$ cat config.mk
export PLATFORM = sky130hd
export DESIGN_NAME = scbb_front
export DESIGN_NICKNAME = d
export VERILOG_FILES = /design/src/hw/rtl/scbb_pkg.sv /design/src/hw/rtl/scbb_front.sv
export SDC_FILE = /design/constraint.sdc
export NUM_CORES = 2
export LEC_CHECK = 0
export BUFFER_PORTS_ARGS = -buffer_cell sky130_fd_sc_hd__buf_2
export CAP_MARGIN = 10
export CORE_MARGIN = 2
export CORE_UTILIZATION = 30
export DETAILED_ROUTE_END_ITERATION = 8
export PLACE_DENSITY = 0.52
export SLEW_MARGIN = 10
export SYNTH_ARGS = -nofsm -noshare
export SYNTH_HDL_FRONTEND = slang
export SYNTH_SLANG_ARGS = --single-unit
export TNS_END_PERCENT = 1
$ cat constraint.sdc
create_clock -name clk -period 11.8 [get_ports clk]
set_input_delay 2.36 -clock clk [delete_from_list [all_inputs] [get_ports clk]]
set_output_delay 2.36 -clock clk [all_outputs]
set_load 0.005 [all_outputs]
$ cat src/hw/rtl/scbb_pkg.sv
// ----------------------------------------------------------------------------
// scbb_pkg
// Shared types, widths and constants for the swept-circle bounding box.
// ----------------------------------------------------------------------------
package scbb_pkg;

  localparam int IN_W     = 24;   // centre and motion coordinates
  localparam int RAD_W    = 16;   // circle radius
  localparam int OUT_W    = 19;   // integer box bounds
  localparam int P_W      = 25;   // offset from the pivot
  localparam int Q_W      = 26;   // rotated offset and orbit radius, signed
  localparam int SQ_W     = 50;   // squared orbit radius (even for the root)
  localparam int ROOT_W   = SQ_W / 2;
  localparam int REM_W    = ROOT_W + 2;
  localparam int PROD_W   = 42;   // offset times rotation coefficient
  localparam int SUM_W    = 28;   // bound before truncation
  localparam int ROT_BITS = 16;

  localparam logic signed [16:0] COS60 = 17'sd32768;
  localparam logic signed [16:0] SIN60 = 17'sd56756;

  typedef enum logic [1:0] {
    MODE_STILL = 2'd0,
    MODE_SHIFT = 2'd1,
    MODE_CCW   = 2'd2,
    MODE_CW    = 2'd3
  } mode_t;

  // Everything an item carries alongside the square root.
  typedef struct packed {
    mode_t                   mode;
    logic signed [IN_W-1:0]  cx;
    logic signed [IN_W-1:0]  cy;
    logic [RAD_W-1:0]        r;
    logic signed [IN_W-1:0]  mx;
    logic signed [IN_W-1:0]  my;
    logic signed [P_W-1:0]   px;
    logic signed [P_W-1:0]   py;
    logic signed [Q_W-1:0]   qx;
    logic signed [Q_W-1:0]   qy;
  } side_t;

endpackage

$ cat src/hw/rtl/scbb_front.sv
// ----------------------------------------------------------------------------
// scbb_front
// Offset from the pivot, squares and rotation products, rotated offset.
// ----------------------------------------------------------------------------
module scbb_front import scbb_pkg::*; (
  input  logic                   clk,
  input  logic                   rst,
  input  logic                   in_valid,
  input  mode_t                  in_mode,
  input  logic signed [IN_W-1:0] in_cx,
  input  logic signed [IN_W-1:0] in_cy,
  input  logic [RAD_W-1:0]       in_r,
  input  logic signed [IN_W-1:0] in_mx,
  input  logic signed [IN_W-1:0] in_my,
  output logic                   out_valid,
  output side_t                  out_side,
  output logic [SQ_W-1:0]        out_sq
);

  function automatic logic signed [Q_W-1:0] rot_round(input logic signed [PROD_W:0] v);
    logic signed [PROD_W:0] t;
    t = v + (PROD_W+1)'(1 << (ROT_BITS - 1));
    return t[ROT_BITS+Q_W-1:ROT_BITS];
  endfunction

  // stage 0
  logic                   v0;
  mode_t                  mode0;
  logic signed [IN_W-1:0] cx0, cy0, mx0, my0;
  logic [RAD_W-1:0]       r0;
  logic signed [P_W-1:0]  px0, py0;

  // stage 1
  logic                    v1;
  mode_t                   mode1;
  logic signed [IN_W-1:0]  cx1, cy1, mx1, my1;
  logic [RAD_W-1:0]        r1;
  logic signed [P_W-1:0]   px1, py1;
  logic signed [SQ_W-1:0]  pxx1, pyy1;
  logic signed [PROD_W-1:0] pxc1, pxs1, pyc1, pys1;

  logic signed [PROD_W:0] sum_qx, sum_qy;

  always_ff @(posedge clk) begin
    if (rst) begin
      v0        <= 1'b0;
      v1        <= 1'b0;
      out_valid <= 1'b0;
    end else begin
      v0        <= in_valid;
      v1        <= v0;
      out_valid <= v1;
    end
  end

  always_ff @(posedge clk) begin
    mode0 <= in_mode;
    cx0   <= in_cx;
    cy0   <= in_cy;
    r0    <= in_r;
    mx0   <= in_mx;
    my0   <= in_my;
    px0   <= {in_cx[IN_W-1], in_cx} - {in_mx[IN_W-1], in_mx};
    py0   <= {in_cy[IN_W-1], in_cy} - {in_my[IN_W-1], in_my};
  end

  always_ff @(posedge clk) begin
    mode1 <= mode0;
    cx1   <= cx0;
    cy1   <= cy0;
    r1    <= r0;
    mx1   <= mx0;
    my1   <= my0;
    px1   <= px0;
    py1   <= py0;
    pxx1  <= px0 * px0;
    pyy1  <= py0 * py0;
    pxc1  <= px0 * COS60;
    pxs1  <= px0 * SIN60;
    pyc1  <= py0 * COS60;
    pys1  <= py0 * SIN60;
  end

  // The clockwise arc is taken from the rotated offset back to the start.
  always_comb begin
    if (mode1 == MODE_CW) begin
      sum_qx = {pxc1[PROD_W-1], pxc1} + {pys1[PROD_W-1], pys1};
      sum_qy = {pyc1[PROD_W-1], pyc1} - {pxs1[PROD_W-1], pxs1};
    end else begin
      sum_qx = {pxc1[PROD_W-1], pxc1} - {pys1[PROD_W-1], pys1};
      sum_qy = {pxs1[PROD_W-1], pxs1} + {pyc1[PROD_W-1], pyc1};
    end
  end

  always_ff @(posedge clk) begin
    out_side.mode <= mode1;
    out_side.cx   <= cx1;
    out_side.cy   <= cy1;
    out_side.r    <= r1;
    out_side.mx   <= mx1;
    out_side.my   <= my1;
    out_side.px   <= px1;
    out_side.py   <= py1;
    out_side.qx   <= rot_round(sum_qx);
    out_side.qy   <= rot_round(sum_qy);
    out_sq        <= $unsigned(pxx1) + $unsigned(pyy1);
  end

endmodule

==> implementation parameters <==
Parameter                              Value

Outcome
  Result of the run    complete, no violations

Drt
  Remaining design rule violation count    0
  Routed WL per cell    19.7 um
  Number of vias in the routed layout    54184
  Antenna-violating nets left    0
  Wire length reported by the detailed router    about 240000 um
  Number of search-and-repair iterations in the first detailed-routing pass    5
  Initial DRC count    about 3000
  Average via count per standard cell    roughly 4.5

Clock network
  Clk slew on worst S/H paths    around 60 ps
  Maximum buffer depth of the clock tree    3
  Total of hold buffers inserted after clock tree synthesis    0
  Clk root buf    sky130_fd_sc_hd__clkbuf_16
  TritonCTS clock tree    yes
  H-tree levels    3
  Resized Gates After CTS    0
  CTS Sinks    769
  Clock latency at the later pin of the worst-skew pair    approximately 760 ps
  Setup fix buffers added after clock tree synthesis    0
  TritonCTS Buffers    93

Floorplanning
  Num rows    191
  Core outline area    270000 um^2
  X dimension of the die    525 um
  Die Footprint    between 200000 and 300000 um^2
  DIE HEIGHT    between 500 and 600 um
  Starting utilization of the core area    0.301
  Io pins    384

Setup path
  Largest fanout on the critical path    14
  Master of the slowest instance on the critical path    sky130_fd_sc_hd__dfxtp_1
  Worst Setup End Kind    flop
  Worst endpoint data arrival time    between 9000 and 10000 ps
  CP most frequent cell    sky130_fd_sc_hd__fa_1
  Critical Path Start Type    flop
  Longest individual stage delay on the worst path    approximately 800 ps
  Crit Path Category    flop to flop
  Depth of the worst register-to-register path    28
  Req. time, crit path    12450 ps

GRT
  Pin count of the biggest net entering global routing    68
  Via count of the first global-routing pass    ~60000
  Total grt overflow    0
  GR Util All Layers    0.177
  First-pass GRT wire length    around 370000 um
  Antenna violations before repair    12

Timing
  Top achievable clock speed    about 0.11 GHz
  Count of endpoints failing hold in the final timing report    0
  Max_slew headroom    0.223
  Fraction of the cycle the final worst path needs    0.787
  Final min period    9290 ps
  Measured slew at the worst slew-check pin    roughly 1200 ps
  Worst clock skew    ~63 ps
  Max-slew violation total from the final report    0
  Setup_tns    0 ps
  Unrepaired setup endpoints after global routing    no
  Final setup viols    0

Placed design
  Final RePlAce weighted congestion    0.890
  DP Area    87600 um^2
  Number of I/O port buffers    383
  Placed wire-length estimate after detailed placement    199000 um

Synthesis
  Count leader, synth    sky130_fd_sc_hd__inv_1
  Mapped Area    between 80000 and 90000 um^2
  Syn Inst Count    approximately 8000
  Top cell types by occurrence after synthesis    2122 x sky130_fd_sc_hd__inv_1, 1607 x sky130_fd_sc_hd__fa_1, 779 x sky130_fd_sc_hd__ha_1
  Mean instance size in the synthesized netlist    10.2 um^2
  Post-synth top flop    sky130_fd_sc_hd__dfxtp_1
  Number of enable flip-flop cells after synthesis    0
  Leading cell types by total area after synthesis    sky130_fd_sc_hd__fa_1 40%, sky130_fd_sc_hd__dfxtp_1 19%, sky130_fd_sc_hd__ha_1 12%
  Net count after synthesis    10501
  Cell accounting for the most synthesized area    sky130_fd_sc_hd__fa_1
  Async S/R FF share, synth    0
  Top cell type's share of synthesized area    0.396
  #FFs+latches synth    769
  Sequential cell area fraction in the yosys report    0.189
  Number of distinct standard cells referenced by the synthesized netlist    90
  Yosys warnings    0

Finish
  Layout Nets    10884
  Fraction of layout instances using a drive strength above 1    0.0791
  Total non-filler cell area in the finished layout    91000 um^2
  Area Overhead vs Synth    11.8%

Min path
  Worst Hold Depth    0
  Hold/Removal Path Class    flop to flop

Run
  Max-Cap Viols    0
layout by cell type (no fill, tap or decap), types with 45 or more instances in the layout:
cell	instances
sky130_fd_sc_hd__a21o_1	140
sky130_fd_sc_hd__a21oi_1	264
sky130_fd_sc_hd__and2_1	191
sky130_fd_sc_hd__buf_2	383
sky130_fd_sc_hd__buf_4	59
sky130_fd_sc_hd__clkbuf_16	93
sky130_fd_sc_hd__dfxtp_1	765
sky130_fd_sc_hd__fa_1	1607
sky130_fd_sc_hd__ha_1	779
sky130_fd_sc_hd__inv_1	2122
sky130_fd_sc_hd__nand2_1	442
sky130_fd_sc_hd__nand2b_1	50
sky130_fd_sc_hd__nand3_1	54
sky130_fd_sc_hd__nor2_1	288
sky130_fd_sc_hd__nor2b_1	73
sky130_fd_sc_hd__nor3_1	61
sky130_fd_sc_hd__o21a_1	47
sky130_fd_sc_hd__o21ai_0	133
sky130_fd_sc_hd__o21bai_1	45
sky130_fd_sc_hd__xnor2_1	271
sky130_fd_sc_hd__xor2_1	105
critical path, delay by kind of cell, from the launching register on:
| kind | cells | cell delay [ps] |
|---|---|---|
| simple gates | 2 | 520 |
| flops | 1 | 820 |
| buf+inv | 6 | 820 |
| compound gates | 11 | 3140 |
| fa+ha+maj | 8 | 3780 |
| xor+xnor | 1 | 90 |
path summary, 6_finish.rpt:
path,to,start,slack (ps)
worst max-delay path,pyy1[49],py0[11],2510
worst min-delay path,cy1[22],cy0[22],290
worst min register to register,cy1[22],cy0[22],290
worst max register to register,pyy1[49],py0[11],2510
metrics by stage:
step | hold slack, ps | cells | utilization | worst slack, ps
5_1_grt | 292 | 12031 | 0.337 | 2070
2_1_floorplan | 310 | 7998 | - | 3630
3_5_place_dp | 312 | 11856 | 0.324 | 2600
4_1_cts | 271 | 12030 | 0.337 | 2580
3_3_place_gp | 310 | 11856 | 0.324 | 2720
6_report | 291 | 12035 | 0.337 | 2510
sequential cells by signal (all words and copies together), names as in the netlist, 23 cells and up:
name      cells
mx0          24
pxs1         39
out_side    216
pxc1         23
px0          25
my0          24
pys1         39
out_sq       50
cx0          24
pyc1         23
pyy1         49
py0          25
my1          24
pxx1         49
cy1          24
cx1          24
mx1          24
cy0          24
logic make-up (layout without fill, tap and decap cells):
logic type / count (synthesis) / in the layout / share of synthesized area
other cells: 0 / 5 / 0
mux: 10 / 10 / 0.00129
buf+inv: 2277 / 2739 / 0.105
compound gates: 871 / 871 / 0.0701
flops: 769 / 769 / 0.189
simple gates: 1308 / 1308 / 0.0781
fa+ha+maj: 2386 / 2386 / 0.515
xor+xnor: 377 / 377 / 0.0407
per-layer routing:
metal | part of all wire | wire length, um | global-route usage | up-vias
met4 | 0.037 | 8820 | 0.0598 | 0
met5 | 0 | 0 | 0 | -
met1 | 0.43 | 102000 | 0.231 | 27581
li1 | - | - | - | 24962
met2 | 0.48 | 114000 | 0.296 | 1358
met3 | 0.054 | 12800 | 0.0273 | 283
area by class of cell:
cell class | count | area (um^2)
antenna | 5 | 12.5
inverter | 2123 | 7970
sequential | 769 | 15400
clock buffer | 120 | 2610
clock inverter | 54 | 762
timing repair buffer | 442 | 2360
multi-input combinational | 4952 | 57400
fill | 27572 | 179000
tap | 3570 | 4470
Power is not shown: default switching activity piles up to over one toggle a cycle in this logic, so the estimate is an artifact.
