==> src/hw/rtl/scbb_pkg.sv <==
// ----------------------------------------------------------------------------
// scbb_pkg
// Shared types, widths and constants for the swept-circle bounding box.
// ----------------------------------------------------------------------------
package scbb_pkg;

  localparam int IN_W     = 24;   // centre and motion coordinates
  localparam int RAD_W    = 16;   // circle radius
  localparam int OUT_W    = 19;   // integer box bounds
  localparam int P_W      = 25;   // offset from the pivot
  localparam int Q_W      = 26;   // rotated offset and orbit radius, signed
  localparam int SQ_W     = 50;   // squared orbit radius (even for the root)
  localparam int ROOT_W   = SQ_W / 2;
  localparam int REM_W    = ROOT_W + 2;
  localparam int PROD_W   = 42;   // offset times rotation coefficient
  localparam int SUM_W    = 28;   // bound before truncation
  localparam int ROT_BITS = 16;

  localparam logic signed [16:0] COS60 = 17'sd32768;
  localparam logic signed [16:0] SIN60 = 17'sd56756;

  typedef enum logic [1:0] {
    MODE_STILL = 2'd0,
    MODE_SHIFT = 2'd1,
    MODE_CCW   = 2'd2,
    MODE_CW    = 2'd3
  } mode_t;

  // Everything an item carries alongside the square root.
  typedef struct packed {
    mode_t                   mode;
    logic signed [IN_W-1:0]  cx;
    logic signed [IN_W-1:0]  cy;
    logic [RAD_W-1:0]        r;
    logic signed [IN_W-1:0]  mx;
    logic signed [IN_W-1:0]  my;
    logic signed [P_W-1:0]   px;
    logic signed [P_W-1:0]   py;
    logic signed [Q_W-1:0]   qx;
    logic signed [Q_W-1:0]   qy;
  } side_t;

endpackage

==> src/hw/rtl/scbb_box.sv <==
// ----------------------------------------------------------------------------
// scbb_box
// Side selection, radius and pivot offsets, truncation and margins.
// ----------------------------------------------------------------------------
module scbb_box import scbb_pkg::*; #(
  parameter int FRAC_BITS = 8
) (
  input  logic                    clk,
  input  logic                    rst,
  input  logic                    in_valid,
  input  side_t                   in_side,
  input  logic [ROOT_W-1:0]       in_root,
  output logic                    out_valid,
  output logic signed [OUT_W-1:0] low_x,
  output logic signed [OUT_W-1:0] high_x,
  output logic signed [OUT_W-1:0] low_y,
  output logic signed [OUT_W-1:0] high_y
);

  localparam logic [SUM_W-1:0] BIAS = SUM_W'((1 << FRAC_BITS) - 1);

  function automatic logic signed [SUM_W-1:0] ext_in(input logic signed [IN_W-1:0] v);
    return {{(SUM_W-IN_W){v[IN_W-1]}}, v};
  endfunction

  function automatic logic signed [SUM_W-1:0] ext_q(input logic signed [Q_W-1:0] v);
    return {{(SUM_W-Q_W){v[Q_W-1]}}, v};
  endfunction

  // Drop the fraction toward zero.
  function automatic logic signed [SUM_W-1:0] trunc_z(input logic signed [SUM_W-1:0] v);
    logic signed [SUM_W-1:0] t;
    t = v + (v[SUM_W-1] ? BIAS : '0);
    return t >>> FRAC_BITS;
  endfunction

  logic signed [Q_W-1:0]   rad, px_e, py_e, lx, ux, ly, uy;
  logic signed [Q_W-1:0]   min_x, max_x, min_y, max_y;
  logic                    ssx, ssy, esx, esy;
  logic signed [SUM_W-1:0] rr, cx_e, cy_e, mx_e, my_e;
  logic signed [SUM_W-1:0] lo_x_next, hi_x_next, lo_y_next, hi_y_next;

  logic                    va;
  mode_t                   mode_a;
  logic signed [SUM_W-1:0] lo_x, hi_x, lo_y, hi_y;

  logic signed [SUM_W-1:0] k_lo;
  logic signed [SUM_W-1:0] t_lo_x, t_hi_x, t_lo_y, t_hi_y;

  always_comb begin
    rad   = {1'b0, in_root};
    px_e  = {in_side.px[P_W-1], in_side.px};
    py_e  = {in_side.py[P_W-1], in_side.py};
    min_x = (px_e < in_side.qx) ? px_e : in_side.qx;
    max_x = (px_e > in_side.qx) ? px_e : in_side.qx;
    min_y = (py_e < in_side.qy) ? py_e : in_side.qy;
    max_y = (py_e > in_side.qy) ? py_e : in_side.qy;

    if (in_side.mode == MODE_CW) begin
      ssx = in_side.qx > 0;
      ssy = in_side.qy > 0;
      esx = px_e > 0;
      esy = py_e > 0;
    end else begin
      ssx = px_e > 0;
      ssy = py_e > 0;
      esx = in_side.qx > 0;
      esy = in_side.qy > 0;
    end

    // Widen a side out to the orbit where the arc crosses an axis.
    lx = min_x;
    ux = max_x;
    ly = min_y;
    uy = max_y;
    if (ssy != esy) begin
      if (ssy) lx = -rad;
      else     ux = rad;
    end
    if (ssx != esx) begin
      if (ssx) uy = rad;
      else     ly = -rad;
    end

    rr   = {{(SUM_W-RAD_W){1'b0}}, in_side.r};
    cx_e = ext_in(in_side.cx);
    cy_e = ext_in(in_side.cy);
    mx_e = ext_in(in_side.mx);
    my_e = ext_in(in_side.my);

    case (in_side.mode)
      MODE_STILL: begin
        lo_x_next = cx_e - rr;
        hi_x_next = cx_e + rr;
        lo_y_next = cy_e - rr;
        hi_y_next = cy_e + rr;
      end
      MODE_SHIFT: begin
        lo_x_next = cx_e - rr + ((in_side.mx > 0) ? '0 : mx_e);
        hi_x_next = cx_e + rr + ((in_side.mx > 0) ? mx_e : '0);
        lo_y_next = cy_e - rr + ((in_side.my > 0) ? '0 : my_e);
        hi_y_next = cy_e + rr + ((in_side.my > 0) ? my_e : '0);
      end
      default: begin
        lo_x_next = ext_q(lx) + mx_e - rr;
        hi_x_next = ext_q(ux) + mx_e + rr;
        lo_y_next = ext_q(ly) + my_e - rr;
        hi_y_next = ext_q(uy) + my_e + rr;
      end
    endcase
  end

  always_ff @(posedge clk) begin
    if (rst) begin
      va        <= 1'b0;
      out_valid <= 1'b0;
    end else begin
      va        <= in_valid;
      out_valid <= va;
    end
  end

  always_ff @(posedge clk) begin
    mode_a <= in_side.mode;
    lo_x   <= lo_x_next;
    hi_x   <= hi_x_next;
    lo_y   <= lo_y_next;
    hi_y   <= hi_y_next;
  end

  // Translation keeps its low sides flush; every other case adds a low margin; high sides always get one.
  always_comb begin
    k_lo   = (mode_a == MODE_SHIFT) ? '0 : '1;
    t_lo_x = trunc_z(lo_x) + k_lo;
    t_hi_x = trunc_z(hi_x) + SUM_W'(1);
    t_lo_y = trunc_z(lo_y) + k_lo;
    t_hi_y = trunc_z(hi_y) + SUM_W'(1);
  end

  always_ff @(posedge clk) begin
    low_x  <= t_lo_x[OUT_W-1:0];
    high_x <= t_hi_x[OUT_W-1:0];
    low_y  <= t_lo_y[OUT_W-1:0];
    high_y <= t_hi_y[OUT_W-1:0];
  end

endmodule
==> config.mk <==
export PLATFORM = sky130hd
export DESIGN_NAME = scbb_box
export DESIGN_NICKNAME = d
export VERILOG_FILES = /design/src/hw/rtl/scbb_pkg.sv /design/src/hw/rtl/scbb_box.sv
export SDC_FILE = /design/constraint.sdc
export NUM_CORES = 2
export LEC_CHECK = 0
export ABC_AREA = 1
export ABC_CLOCK_PERIOD_IN_PS = 5250
export BUFFER_PORTS_ARGS = -buffer_cell sky130_fd_sc_hd__buf_4
export CORE_MARGIN = 2
export CORE_UTILIZATION = 55
export CTS_CLUSTER_DIAMETER = 200
export DETAILED_ROUTE_END_ITERATION = 10
export PLACE_DENSITY_LB_ADDON = 0.05
export SYNTH_ARGS = -nofsm -noshare
export SYNTH_HDL_FRONTEND = slang
export SYNTH_SLANG_ARGS = --single-unit
==> constraint.sdc <==
create_clock -name clk -period 5.25 [get_ports clk]
set_input_delay 0.525 -clock clk [delete_from_list [all_inputs] [get_ports clk]]
set_output_delay 0.525 -clock clk [all_outputs]
set_load 0.005 [all_outputs]
==> flow_summary.toml <==
[logic_synthesis]
ys.flop_type = "dfxtp_1"
netlist_area_um2 = 35800
synthCells = 6120
synth.avg_cell_area_um2 = 5.84
yosysMostFrequentCell = "nand2_1"
yosys_warnings = 0
synthTopCellsByArea = "nand2_1 16%, ha_1 15%, dfxtp_1 11%"
async_flop_share = 0
synth-edff-count = 0
synth_top_area_frac = 0.165
synth_largest_area_cell = "nand2_1"
ys_ff_latch = 192
seq_area_frac_synth = 0.107
yosysUniqueCellTypes = 56
synth_commonest_cells = "1569 x nand2_1, 919 x inv_1, 661 x nor2_1, 532 x nand3_1, 498 x a21oi_1"

[worst_setup_path]
r2r_start = "lo_y[27]"
worstPathRequired_ns = 5.55
critPathArrivalTime_ns = 5.44
worst-setup-path-type = "input pin to register"
crit_start = "in_side[5]"
start_kind = "input pin"
worstSetupEndpointType = "register"
cp_max_fo = 75

[clocking]
numCtsBuffers = 17
cts.root.buffer_cell = "clkbuf_16"
holdBufCountCts = 0
cts_sinks = 192
clockBufferDepth = 2
cts_tree = "yes"
clk_pin_slew_ns = 0.09
h-tree-depth = 4
clk_latency_ns = 0.48
cts_setup_buffers = 0

[power_and_ir_drop]
p_leak_nw = 21.1
ir_worst_vdd_mv = 0.288
power_mw = 14.1
p_per_area_nw_per_um2 = 353

[detailed_routing]
drtIter0Drc = 5645
wl_per_cell_um = 20.9
vias = 43103
wl_um = 152000
viasPerCell = 5.92
antenna_left = 0
firstDrtPassIters = 8
drc_errors = 0

[floorplanning]
ioPinCount = 321
dieArea_um2 = 67100
die_w_um = 259
core.rowCount = 93
core_area_um2 = 64300
floorplan.initialDensity = 0.556
fp.dieH_um = 259

[timing]
finalSetupTns_ns = 0
fin_ws_ns = 0.105
setup_viol = 0
rsz0062_at_grt = "false"
drv_slew = 0
worstMarginPinSlew_ns = 0.899
fmax_mhz = 194
slew_headroom = 0.395
period_needed_ns = 5.14
hold_viol = 0
fin_crit_sh = 0.980
skew_ns = 0.0260

[placed_design]
hpwl_um = 127000
io_buffer_count = 320
routabilityCongestion = 1.13
post-place-ws_ns = -0.0279

[flow_run]
drv_cap = 0

[global_routing]
grt_max_degree = 79
antenna_found_initial = 5
grt_pass1_vias = 39111
grt_overflow = 0
grt_pass1_wl_um = 225000
track_usage = 0.437

[worst_hold_path]
hold_path_class = "input pin to register"
worstHoldStart = "rst"

[layout]
fin_util = 0.619
finalNetCount = 7165
area_growth_pct = 11.4
layout-drive-gt1-share = 0.0798

[run_status]
status = "complete, no violations"
-- flip-flops by register name, summed over array words and instances, names as in the netlist --
signal / flops
hi_x: 28
hi_y: 28
high_x: 19
high_y: 19
lo_x: 28
lo_y: 28
low_x: 19
low_y: 19
mode_a: 2
out_valid: 1
va: 1
-- where the power goes --
part           internal, mW  leakage (nW)  switching [mW]
sequential             2.10          1.62           0.515
combinational          3.50          19.2            6.55
clock                 0.643         0.288           0.756
total                  6.25          21.1            7.82
-- placed cells by master (no fill, tap or decap), types with 6 or more instances in the layout --
cell type	instances
nor2_4	13
nor4_1	28
nand3b_1	25
nand3_1	532
o21a_1	21
a31oi_1	14
fa_1	76
inv_2	8
nor2_1	660
clkbuf_16	17
buf_4	376
a21o_1	33
xor2_1	159
nand3_2	10
nand2_1	1567
and3_1	6
xnor2_1	52
nor2_2	11
or2_2	28
o211ai_1	53
o21ai_0	330
o21bai_1	33
nor3_1	95
o21ai_1	11
ha_1	431
nand4_1	110
nand2_2	15
dfxtp_1	192
a21oi_1	498
inv_1	918
a21boi_0	17
and2_1	23
-- routing by layer --
layer,share of wire,GRT usage,up-vias
met4,0.058,0.217,6
met1,0.40,0.586,19387
li1,-,-,20558
met3,0.13,0.104,439
met5,0.00026,0,-
met2,0.41,0.651,2713
-- path summary, 6_finish.rpt --
check	endpoint	slack (ns)	cells past startpoint
worst min register to register	out_valid	0.39	2
worst max-delay path	hi_y[13]	0.11	27
worst min-delay path	out_valid	0.21	2
worst max register to register	low_y[16]	0.97	18
-- area by class of cell --
class	count	area, µm²
timing repair buffer	380	2900
multi-input combinational	4894	27900
inverter	929	3490
sequential	192	3840
clock inverter	14	168
tap	855	1070
antenna	2	5.00
fill	6546	24500
clock buffer	17	425
-- through the flow --
step	hold WS, ns	cells	cell area, µm²
detailed placement	0.407	7250	39200
floorplan	0.388	6123	35800
global route	0.208	7281	39800
finish	0.205	7283	39800
CTS	0.207	7281	39800
global placement	0.401	7250	39200
-- critical path, cell delays in order --
cell and delay [ns]:
buf_4 0.09, inv_1 0.05, ha_1 0.32, nand4_1 0.16, nor2_1 0.22, nand2_1 0.07, nand3_1 0.10, nand2_1 0.07
nand3_1 0.07, nand2_1 0.08, nand2_2 0.10, buf_12 0.28, nand3_1 0.11, nand3_1 0.16, nand2_1 0.11, fa_1 0.49
ha_1 0.16, inv_1 0.09, fa_1 0.46, inv_1 0.10, nand2_1 0.07, o21ai_0 0.26, a21oi_1 0.14, o21ai_0 0.45
a21oi_1 0.13, o21ai_0 0.33, nand3_1 0.22
-- cells by family after synthesis --
family,share of synthesized area
AOI/OAI and AO/OA,0.159
xor gates and xnor gates,0.0526
adders and majority gates,0.193
buffers and inverters,0.112
DFF,0.107
other,0.000105
and+or+nand+nor,0.375
-- repair_timing --
action | in CTS | in global routing
hold endpoints to repair | 0 | 0
gates resized for setup | 0 | 1
setup endpoints to repair | 0 | 1
Power figures use the tool's default switching activity.
